### src/sv/mudp_pkg.sv
// ----------------------------------------------------------------------------
// MoldUDP64 frame parser package
// Shared phase codes, result kinds, header offsets, queue geometry and the result word types.
// ----------------------------------------------------------------------------
`default_nettype none

package mudp_pkg;

  // Parse phases.
  localparam logic [3:0] PH_ETH   = 4'd0;
  localparam logic [3:0] PH_IP    = 4'd1;
  localparam logic [3:0] PH_UDP   = 4'd2;
  localparam logic [3:0] PH_PRE   = 4'd3;
  localparam logic [3:0] PH_LENHI = 4'd4;
  localparam logic [3:0] PH_LENLO = 4'd5;
  localparam logic [3:0] PH_MSG   = 4'd6;
  localparam logic [3:0] PH_DONE  = 4'd7;
  localparam logic [3:0] PH_SKIP  = 4'd8;

  // Result kinds.
  localparam logic [1:0] KIND_BYTE    = 2'd0;
  localparam logic [1:0] KIND_SUMMARY = 2'd1;
  localparam logic [1:0] KIND_EMPTY   = 2'd2;

  // Header constants and byte offsets.
  localparam logic [15:0] ETHERTYPE_IPV4   = 16'h0800;
  localparam logic [7:0]  IP_PROTO_UDP     = 8'd17;
  localparam logic [5:0]  IP_MIN_HDR_BYTES = 6'd20;
  localparam logic [15:0] UDP_HDR_BYTES    = 16'd8;
  localparam logic [5:0]  ETH_TYPE_HI_POS  = 6'd12;
  localparam logic [5:0]  ETH_TYPE_LO_POS  = 6'd13;
  localparam logic [5:0]  IP_PROTO_POS     = 6'd9;
  localparam logic [5:0]  UDP_LEN_HI_POS   = 6'd4;
  localparam logic [5:0]  UDP_LEN_LO_POS   = 6'd5;
  localparam logic [5:0]  UDP_HDR_LAST_POS = 6'd7;
  localparam logic [5:0]  PRE_COUNT_HI_POS = 6'd18;
  localparam logic [5:0]  PRE_COUNT_LO_POS = 6'd19;

  // Output queue geometry.
  localparam int FIFO_DEPTH = 4;
  localparam int FIFO_AW    = $clog2(FIFO_DEPTH);
  localparam int FIFO_CW    = FIFO_AW + 1;

  typedef struct packed {
    logic [1:0]  kind;
    logic [7:0]  message_byte;
    logic        message_first;
    logic        message_last;
    logic [15:0] message_length;
    logic        frame_skipped;
    logic [15:0] frame_messages;
    logic        frame_error;
    logic        message_aborted;
  } result_t;

  // Which of the two result slots of one step carry a word.
  typedef struct packed {
    logic first_valid;
    logic second_valid;
  } wr_ctl_t;

endpackage

`default_nettype wire

### src/sv/mudp_parse_core.sv
// ----------------------------------------------------------------------------
// MoldUDP64 parse core
// Per-frame header and message state; one input byte per step, up to two
// result words (a message word and the frame summary) per step.
// ----------------------------------------------------------------------------
`default_nettype none

module mudp_parse_core (
  input  wire logic              clk,
  input  wire logic              rst,
  input  wire logic              step,
  input  wire logic [7:0]        in_byte,
  input  wire logic              in_last,
  output mudp_pkg::result_t      res0,
  output mudp_pkg::result_t      res1,
  output mudp_pkg::wr_ctl_t      wr
);

  logic [3:0]  phase, phase_next;
  logic [5:0]  pos, pos_next;
  logic [3:0]  hdr_words, hdr_words_next;
  logic [15:0] udp_left, udp_left_next;
  logic [15:0] msgs_left, msgs_left_next;
  logic [15:0] msg_bytes_left, msg_bytes_left_next;
  logic [7:0]  len_hi, len_hi_next;
  logic [15:0] delivered, delivered_next;
  logic [15:0] msg_len, msg_len_next;

  logic [3:0]  hw_eff;
  logic [15:0] word16;
  logic        msg_emit;
  logic        done_msg;
  logic [15:0] msgs_after;
  logic        sum_skip;
  logic        sum_err;
  logic        sum_abort;
  mudp_pkg::result_t msg_res;
  mudp_pkg::result_t sum_res;

  assign word16 = {len_hi, in_byte};
  assign hw_eff = (pos == 6'd0) ? in_byte[3:0] : hdr_words;

  always_comb begin
    phase_next          = phase;
    pos_next            = pos;
    hdr_words_next      = hdr_words;
    udp_left_next       = udp_left;
    msgs_left_next      = msgs_left;
    msg_bytes_left_next = msg_bytes_left;
    len_hi_next         = len_hi;
    delivered_next      = delivered;
    msg_len_next        = msg_len;
    msg_emit            = 1'b0;
    done_msg            = 1'b0;
    msg_res             = '0;
    msgs_after          = msgs_left - 16'd1;

    case (phase)
      mudp_pkg::PH_ETH: begin
        if (pos == mudp_pkg::ETH_TYPE_HI_POS) begin
          len_hi_next = in_byte;
        end
        if (pos == mudp_pkg::ETH_TYPE_LO_POS) begin
          if (word16 != mudp_pkg::ETHERTYPE_IPV4) begin
            phase_next = mudp_pkg::PH_SKIP;
          end else begin
            phase_next = mudp_pkg::PH_IP;
            pos_next   = 6'd0;
          end
        end else begin
          pos_next = pos + 6'd1;
        end
      end
      mudp_pkg::PH_IP: begin
        if (pos == 6'd0 && {in_byte[3:0], 2'b00} < mudp_pkg::IP_MIN_HDR_BYTES) begin
          phase_next = mudp_pkg::PH_SKIP;
        end else if (pos == mudp_pkg::IP_PROTO_POS && in_byte != mudp_pkg::IP_PROTO_UDP) begin
          phase_next = mudp_pkg::PH_SKIP;
        end else begin
          hdr_words_next = hw_eff;
          if ({1'b0, pos} + 7'd1 >= {1'b0, hw_eff, 2'b00}) begin
            phase_next = mudp_pkg::PH_UDP;
            pos_next   = 6'd0;
          end else begin
            pos_next = pos + 6'd1;
          end
        end
      end
      mudp_pkg::PH_UDP: begin
        if (pos == mudp_pkg::UDP_LEN_HI_POS) begin
          len_hi_next = in_byte;
        end
        if (pos == mudp_pkg::UDP_LEN_LO_POS && word16 < mudp_pkg::UDP_HDR_BYTES) begin
          phase_next = mudp_pkg::PH_SKIP;
        end else begin
          if (pos == mudp_pkg::UDP_LEN_LO_POS) begin
            udp_left_next = word16 - mudp_pkg::UDP_HDR_BYTES;
          end
          if (pos == mudp_pkg::UDP_HDR_LAST_POS) begin
            phase_next = mudp_pkg::PH_PRE;
            pos_next   = 6'd0;
          end else begin
            pos_next = pos + 6'd1;
          end
        end
      end
      mudp_pkg::PH_PRE, mudp_pkg::PH_LENHI, mudp_pkg::PH_LENLO, mudp_pkg::PH_MSG: begin
        if (udp_left != 16'd0) begin
          udp_left_next = udp_left - 16'd1;
          if (phase == mudp_pkg::PH_PRE) begin
            if (pos == mudp_pkg::PRE_COUNT_HI_POS) begin
              len_hi_next = in_byte;
            end
            if (pos == mudp_pkg::PRE_COUNT_LO_POS) begin
              msgs_left_next = word16;
              phase_next = (word16 != 16'd0) ? mudp_pkg::PH_LENHI : mudp_pkg::PH_DONE;
            end else begin
              pos_next = pos + 6'd1;
            end
          end else if (phase == mudp_pkg::PH_LENHI) begin
            len_hi_next = in_byte;
            phase_next  = mudp_pkg::PH_LENLO;
          end else if (phase == mudp_pkg::PH_LENLO) begin
            msg_len_next = word16;
            if (word16 == 16'd0) begin
              msg_emit     = 1'b1;
              msg_res.kind = mudp_pkg::KIND_EMPTY;
              done_msg     = 1'b1;
            end else begin
              msg_bytes_left_next = word16;
              phase_next          = mudp_pkg::PH_MSG;
            end
          end else begin
            msg_emit               = 1'b1;
            msg_res.kind           = mudp_pkg::KIND_BYTE;
            msg_res.message_byte   = in_byte;
            msg_res.message_first  = (msg_bytes_left == msg_len);
            msg_res.message_last   = (msg_bytes_left == 16'd1);
            msg_res.message_length = msg_len;
            msg_bytes_left_next    = msg_bytes_left - 16'd1;
            done_msg               = (msg_bytes_left == 16'd1);
          end
        end
      end
      default: begin
      end
    endcase

    // A message has been delivered in full.
    if (done_msg) begin
      if (delivered != 16'hffff) begin
        delivered_next = delivered + 16'd1;
      end
      msgs_left_next = msgs_after;
      phase_next = (msgs_after != 16'd0) ? mudp_pkg::PH_LENHI : mudp_pkg::PH_DONE;
    end
  end

  // The summary is judged on the phase after this byte has been taken.
  always_comb begin
    sum_skip  = (phase_next <= mudp_pkg::PH_UDP) || (phase_next == mudp_pkg::PH_SKIP);
    sum_err   = (phase_next == mudp_pkg::PH_LENHI) || (phase_next == mudp_pkg::PH_LENLO) ||
                (phase_next == mudp_pkg::PH_MSG);
    sum_abort = (phase_next == mudp_pkg::PH_MSG) && (msg_bytes_left_next < msg_len_next);
    sum_res                 = '0;
    sum_res.kind            = mudp_pkg::KIND_SUMMARY;
    sum_res.frame_skipped   = sum_skip;
    sum_res.frame_messages  = sum_skip ? 16'd0 : delivered_next;
    sum_res.frame_error     = sum_err && !sum_skip;
    sum_res.message_aborted = sum_abort;
  end

  always_comb begin
    wr.first_valid  = step && (msg_emit || in_last);
    wr.second_valid = step && msg_emit && in_last;
    res0 = msg_emit ? msg_res : sum_res;
    res1 = sum_res;
  end

  always_ff @(posedge clk) begin
    if (rst || (step && in_last)) begin
      phase          <= mudp_pkg::PH_ETH;
      pos            <= '0;
      hdr_words      <= '0;
      udp_left       <= '0;
      msgs_left      <= '0;
      msg_bytes_left <= '0;
      len_hi         <= '0;
      delivered      <= '0;
      msg_len        <= '0;
    end else if (step) begin
      phase          <= phase_next;
      pos            <= pos_next;
      hdr_words      <= hdr_words_next;
      udp_left       <= udp_left_next;
      msgs_left      <= msgs_left_next;
      msg_bytes_left <= msg_bytes_left_next;
      len_hi         <= len_hi_next;
      delivered      <= delivered_next;
      msg_len        <= msg_len_next;
    end
  end

endmodule

`default_nettype wire

### src/sv/mudp_out_fifo.sv
// ----------------------------------------------------------------------------
// MoldUDP64 output queue
// Small result queue that takes up to two words per cycle and hands out one.
// ----------------------------------------------------------------------------
`default_nettype none

module mudp_out_fifo (
  input  wire logic              clk,
  input  wire logic              rst,
  input  wire mudp_pkg::wr_ctl_t wr,
  input  wire mudp_pkg::result_t wr_data0,
  input  wire mudp_pkg::result_t wr_data1,
  output logic                   space_ok,
  output logic                   rd_valid,
  input  wire logic              rd_ready,
  output mudp_pkg::result_t      rd_data
);

  mudp_pkg::result_t mem [mudp_pkg::FIFO_DEPTH];

  logic [mudp_pkg::FIFO_AW-1:0] wptr, wptr_next;
  logic [mudp_pkg::FIFO_AW-1:0] rptr, rptr_next;
  logic [mudp_pkg::FIFO_CW-1:0] count, count_next;
  logic [mudp_pkg::FIFO_AW-1:0] wptr_inc;
  logic [mudp_pkg::FIFO_CW-1:0] n_wr;
  logic                         rd;

  assign rd       = rd_valid && rd_ready;
  assign rd_valid = (count != '0);
  assign rd_data  = mem[rptr];
  // Room for the worst case of two words from one step.
  assign space_ok = (count <= mudp_pkg::FIFO_CW'(mudp_pkg::FIFO_DEPTH - 2));
  assign wptr_inc = wptr + mudp_pkg::FIFO_AW'(1);

  always_comb begin
    n_wr       = mudp_pkg::FIFO_CW'(wr.first_valid) + mudp_pkg::FIFO_CW'(wr.second_valid);
    wptr_next  = wptr + n_wr[mudp_pkg::FIFO_AW-1:0];
    rptr_next  = rd ? rptr + mudp_pkg::FIFO_AW'(1) : rptr;
    count_next = count + n_wr - mudp_pkg::FIFO_CW'(rd);
  end

  always_ff @(posedge clk) begin
    if (rst) begin
      wptr  <= '0;
      rptr  <= '0;
      count <= '0;
    end else begin
      wptr  <= wptr_next;
      rptr  <= rptr_next;
      count <= count_next;
    end
  end

  always_ff @(posedge clk) begin
    if (wr.first_valid) begin
      mem[wptr] <= wr_data0;
    end
    if (wr.second_valid) begin
      mem[wptr_inc] <= wr_data1;
    end
  end

endmodule

`default_nettype wire

### src/sv/moldudp64_frame_parser.sv
// Path: an accepted byte waits in the input register until the queue has room for its step;
//   its result word is then written into the output queue and offered from then on.
// Throughput: one frame byte per cycle; the last byte of a frame may yield two words
//   (a message word and the summary), so the input waits while the queue holds more than two.
// Reset: rst is synchronous and active high; it drops all frame state and empties
//   the queue, after which the parser expects the first byte of an Ethernet header.
// ----------------------------------------------------------------------------
// MoldUDP64 frame parser
// Ethernet / IPv4 / UDP / MoldUDP64 deframer that streams message bytes and a
// per-frame summary word.
// ----------------------------------------------------------------------------
`default_nettype none

module moldudp64_frame_parser (
  input  wire logic        clk,
  input  wire logic        rst,
  // Slave side: one frame byte per word.
  input  wire logic        s_axis_tvalid,
  output logic             s_axis_tready,
  input  wire logic [7:0]  s_axis_tdata,   // [7:0] data_byte
  input  wire logic        s_axis_tlast,   // frame_last
  // Master side: one result per word.
  output logic             m_axis_tvalid,
  input  wire logic        m_axis_tready,
  output logic [47:0]      m_axis_tdata,   // [7:0] message_byte, [8] message_first,
                                           // [24:9] message_length, [25] frame_skipped,
                                           // [41:26] frame_messages, [42] frame_error,
                                           // [43] message_aborted, [47:44] zero
  output logic             m_axis_tlast,   // message_last
  output logic [1:0]       m_axis_tuser    // result_kind
);

  // Input register. A byte waits here until the queue has room for the
  // two words its step may produce.
  logic       in_valid;
  logic [7:0] in_byte;
  logic       in_last;
  logic       space_ok;
  logic       step;

  mudp_pkg::result_t res0;
  mudp_pkg::result_t res1;
  mudp_pkg::wr_ctl_t wr;
  mudp_pkg::result_t out_res;

  // The step fires from registered state only, so the slave ready never
  // depends on the master ready in the same cycle.
  assign step          = in_valid && space_ok;
  assign s_axis_tready = !in_valid || step;

  always_ff @(posedge clk) begin
    if (rst) begin
      in_valid <= 1'b0;
    end else if (s_axis_tready) begin
      in_valid <= s_axis_tvalid;
    end
  end

  always_ff @(posedge clk) begin
    if (s_axis_tvalid && s_axis_tready) begin
      in_byte <= s_axis_tdata;
      in_last <= s_axis_tlast;
    end
  end

  // Header walk, message framing and summary generation.
  mudp_parse_core u_core (
    .clk     (clk),
    .rst     (rst),
    .step    (step),
    .in_byte (in_byte),
    .in_last (in_last),
    .res0    (res0),
    .res1    (res1),
    .wr      (wr)
  );

  // Result queue between the parser and the master side.
  mudp_out_fifo u_fifo (
    .clk      (clk),
    .rst      (rst),
    .wr       (wr),
    .wr_data0 (res0),
    .wr_data1 (res1),
    .space_ok (space_ok),
    .rd_valid (m_axis_tvalid),
    .rd_ready (m_axis_tready),
    .rd_data  (out_res)
  );

  assign m_axis_tdata = {4'b0000, out_res.message_aborted, out_res.frame_error,
                         out_res.frame_messages, out_res.frame_skipped,
                         out_res.message_length, out_res.message_first,
                         out_res.message_byte};
  assign m_axis_tlast = out_res.message_last;
  assign m_axis_tuser = out_res.kind;

  // A second word in one step only happens on a frame's last byte.
  a_two_words_on_last: assert property (@(posedge clk) disable iff (rst)
    wr.second_valid |-> (wr.first_valid && step && in_last))
    else $error("two result words from a byte that does not end a frame");

  // A second word is always the frame summary.
  a_second_is_summary: assert property (@(posedge clk) disable iff (rst)
    wr.second_valid |-> (res1.kind == mudp_pkg::KIND_SUMMARY))
    else $error("second result word is not a summary");

  // A byte held back for lack of queue room stays in the input register.
  a_held_byte_kept: assert property (@(posedge clk) disable iff (rst)
    (in_valid && !space_ok) |=> (in_valid && $stable(in_byte) && $stable(in_last)))
    else $error("stalled input byte was lost or changed");

  // An accepted byte is present in the input register on the next cycle.
  a_accept_loads: assert property (@(posedge clk) disable iff (rst)
    (s_axis_tvalid && s_axis_tready) |=> in_valid)
    else $error("accepted byte did not reach the input register");

endmodule

`default_nettype wire

### config.mk
export PLATFORM = sky130hd
export DESIGN_NAME = moldudp64_frame_parser
export DESIGN_NICKNAME = d
export VERILOG_FILES = /design/src/sv/mudp_pkg.sv /design/src/sv/mudp_parse_core.sv /design/src/sv/mudp_out_fifo.sv /design/src/sv/moldudp64_frame_parser.sv
export SDC_FILE = /design/constraint.sdc
export NUM_CORES = 1
export LEC_CHECK = 0
export BUFFER_PORTS_ARGS = -buffer_cell sky130_fd_sc_hd__buf_2
export CORE_ASPECT_RATIO = 1.75
export CORE_MARGIN = 2
export CORE_UTILIZATION = 40
export DETAILED_ROUTE_END_ITERATION = 7
export GPL_TIMING_DRIVEN = 0
export SLEW_MARGIN = 20
export SYNTH_ARGS = -nofsm -noshare
export SYNTH_HDL_FRONTEND = slang
export SYNTH_HIERARCHICAL = 1
export SYNTH_SLANG_ARGS = --single-unit
### constraint.sdc
create_clock -name clk -period 6.19 [get_ports clk]
set_input_delay 0 -clock clk [delete_from_list [all_inputs] [get_ports clk]]
set_output_delay 0 -clock clk [all_outputs]
set_load 0.05 [all_outputs]
==> run_results.csv <==
group,metric,value,unit
power_and_ir_drop,powerDensity,279,nW/um^2
critical_path,critical-path-slowest-cell,"nor2_1",
global_route,gr-total-overflow,0,
worst_hold_path,hold_path_end,"in_byte[5]$_DFFE_PP_",
clock_network,cts_resized,0,
route,num_vias,13699,
global_route,grt_max_degree,20,
critical_path,timing.critical_path.to_type,"register",
cells_and_area,multi_input_area,9360,sq um
clock_network,cts_setup_buffers,0,
die,die_area,47600,sq um
die,floorplan.rows,103,
cells_and_area,layout-drive-gt1-share,23.8,%
critical_path,critPathLaunchType,"register",
sta,setup_viol,0,
sta,hold-worst-slack,0.108,ns
clock_network,cts.sinks,309,
die,io-pin-count,66,
worst_hold_path,hold_start,"s_axis_tdata[5]",
global_route,grt_pass1_wl,83700,um
critical_path,critPathRequiredTime,6.64,ns
critical_path,path_buf_inv,3,
global_route,grtUsageTotal,22.8,%
sta,worst_slack,0.575,ns
critical_path,cpMostUsedCell,"clkbuf_1",
route,route.detailed.drc,0,
die,initial_core_util,40.5,%
critical_path,r2r_cells,16,
logic_synthesis,synth.top_cell.area_share,32.3,%
route,first_pass_iters,6,
critical_path,criticalPathCategory,"reg2reg",
clock_network,clock_latency,0.60,ns
logic_synthesis,ys_seq_area_share,44.5,%
logic_synthesis,synth-main-ff-cell,"edfxtp_1",
logic_synthesis,synth.area.top_cells,"edfxtp_1 (32%), dfxtp_1 (12%), mux4_2 (5.8%)",
power_and_ir_drop,p_leak,7.70,nW
logic_synthesis,yosysTopAreaCell,"edfxtp_1",
power_and_ir_drop,finalPower,5.80,mW
global_route,antenna_found_initial,0,
die,die-height,287,um
clock_network,clk_path_buf_depth,3,
sta,rsz0062_at_grt,"no",
flow_run,maxCapViolCount,0,
placed_design,port_buffers,61,
logic_synthesis,async_flop_share,0,%
logic_synthesis,yosys-top-cells-count,"edfxtp_1 (197), nor2_1 (143), dfxtp_1 (112), mux2_2 (93), a21oi_1 (86)",
critical_path,crit_family,"simple AND/OR/NAND/NOR gates",
clock_network,cts.htree.levels,1,
critical_path,cp_slowest_stage_delay,0.77,ns
critical_path,rrSetupSlack,0.58,ns
critical_path,rr_endpoint,"u_fifo/mem[1][0]$_DFFE_PP_",
clock_network,cts_made_buffers,31,
logic_synthesis,ys_ff_latch,309,
power_and_ir_drop,ir_drop,0.233,mV
worst_hold_path,holdPathStages,2,
cells_and_area,nets,1825,
clock_network,cts-root-buf,"clkbuf_16",
critical_path,critPathMaxFanout,10,
cells_and_area,nFillCells,4174,
clock_network,cts_tree,"built",
sta,post-route-min-period,5.61,ns
logic_synthesis,synth_area,18300,sq um
die,die_w,166,um
sta,worst_slew_pin_slew,1.17,ns
logic_synthesis,synth_cell_types,97,
worst_hold_path,min_path_type,"in2reg",
sta,slew_violations,0,
clock_network,ctsHoldBuffers,13,
cells_and_area,seqCellArea,8160,sq um
sta,hold_viol_final,0,
route,wl_per_cell,23.2,um
run_status,status,"finished, final reports clean",
sta,fin_crit_sh,90.7,%
route,drtIter0Drc,1078,
critical_path,critical_path.cell_chain,"clkbuf_1 > clkbuf_1 > nor2b_1 > nand2_1 > nor2_1 > clkbuf_1 > a22oi_1 > ha_1 > a21o_1 > a21o_1 > a21oi_1 > nand2_1 > a2111oi_0 > nor3_1 > nor3b_1 > mux2_2",
logic_synthesis,yosysMostFrequentCell,"edfxtp_1",
sta,finClkSkew,0.0285,ns
logic_synthesis,avgSynthCellArea,11.2,sq um
placed_design,place_ws,0.823,ns
sta,fmax,178,MHz
die,core,45200,sq um
cells_and_area,syn_to_final_growth,13.6,%
sta,setup_tns,0,ns
route,vias_per_cell,5.76,
sta,max_slew_margin,22.0,%
clock_network,clk_pin_slew,0.07,ns
cells_and_area,diodes,0,
placed_design,gp_congestion,0.948,
placed_design,dpl.hpwl,40600,um
route,ant_nets,0,
global_route,grt_pass1_vias,13996,
logic_synthesis,synth_edf_count,197,
critical_path,r2r_start,"u_core/phase[2]$_SDFFE_PP0P_",
route,routed_wl,55200,um
logic_synthesis,syn_inst,1631,
logic_synthesis,yosysWarnings,6,
critical_path,arrival,6.07,ns
state kept, by name (all words and copies together), names as in the netlist, 6 cells and up, named ones only:
| name | cells |
|---|---|
| u_core/delivered | 16 |
| in_byte | 8 |
| u_core/len_hi | 8 |
| u_core/msgs_left | 16 |
| u_fifo/mem | 188 |
| u_core/udp_left | 16 |
| u_core/msg_bytes_left | 16 |
| u_core/msg_len | 16 |
| u_core/pos | 6 |
through the flow:
stage | std cells | cell area, sq um | util, %
after detailed placement | 2307 | 19700 | 43.6
after global placement | 2298 | 19500 | 43.0
after global routing | 2378 | 20800 | 46.0
final | 2378 | 20800 | 46.0
after CTS | 2378 | 20800 | 46.0
after floorplan | 1660 | 18400 | -
kinds of logic after synthesis:
family	synth area share, %
flip-flops	44.5
buffers and inverters	5.23
XOR/XNOR	2.55
AO/OA/AOI/OAI	11.2
adder cells (fa/ha/maj)	2.50
AND/OR/NAND/NOR	13.1
other	0.0615
multiplexers	20.8
worst max-delay path by stage:
stage | from | endpoint | slack (ns) | depth (start not counted)
final | u_core/phase[2]$_SDFFE_PP0P_ | u_fifo/mem[1][0]$_DFFE_PP_ | 0.58 | 16
after global routing | u_core/phase[2]$_SDFFE_PP0P_ | u_fifo/mem[1][0]$_DFFE_PP_ | 0.34 | 16
after CTS | u_core/phase[2]$_SDFFE_PP0P_ | u_fifo/mem[1][0]$_DFFE_PP_ | 0.76 | 16
after detailed placement | u_core/phase[2]$_SDFFE_PP0P_ | u_fifo/mem[1][0]$_DFFE_PP_ | 0.82 | 16
after global placement | in_byte[5]$_DFFE_PP_ | u_fifo/mem[0][12]$_DFFE_PP_ | -4.72 | 12
after floorplan | u_core/len_hi[4]$_SDFFE_PP0P_ | u_fifo/mem[0][0]$_DFFE_PP_ | 0.10 | 11
metal layers:
metal  routed length, um  global-route usage, %  share of wire [%]
met1               20300                   24.2                 37
met2               29300                   43.8                 53
met3                2070                   2.18                3.8
met4                3510                   13.1                6.4
met5                   0                      0                  0
area by class of cell:
cell class / instances / area share [%]
Buffer: 145 / 3.89
Clock buffer: 42 / 4.08
Clock inverter: 16 / 0.583
Inverter: 39 / 0.703
Multi-Input combinational cell: 1167 / 44.9
Sequential cell: 309 / 39.2
Tap cell: 577 / 3.47
Timing Repair Buffer: 83 / 3.14
layout by cell type (no fill, tap or decap), types with 49 or more instances in the layout:
| master | netlist | final |
|---|---|---|
| nor3_1 | 55 | 55 |
| mux2_4 | 68 | 68 |
| nand2_1 | 82 | 82 |
| a21oi_1 | 86 | 86 |
| clkbuf_1 | 71 | 80 |
| dfxtp_1 | 112 | 112 |
| o21ai_0 | 51 | 49 |
| nor2_1 | 143 | 141 |
| mux2_2 | 93 | 93 |
| buf_2 | 18 | 79 |
| edfxtp_1 | 197 | 197 |
where the power goes:
group          switching, mW  internal (mW)
registers             0.0800           2.26
logic                   1.09          0.531
clock network          0.833           1.00
total                   2.01           3.80
Note: power is estimated with default switching activity, not from simulation.
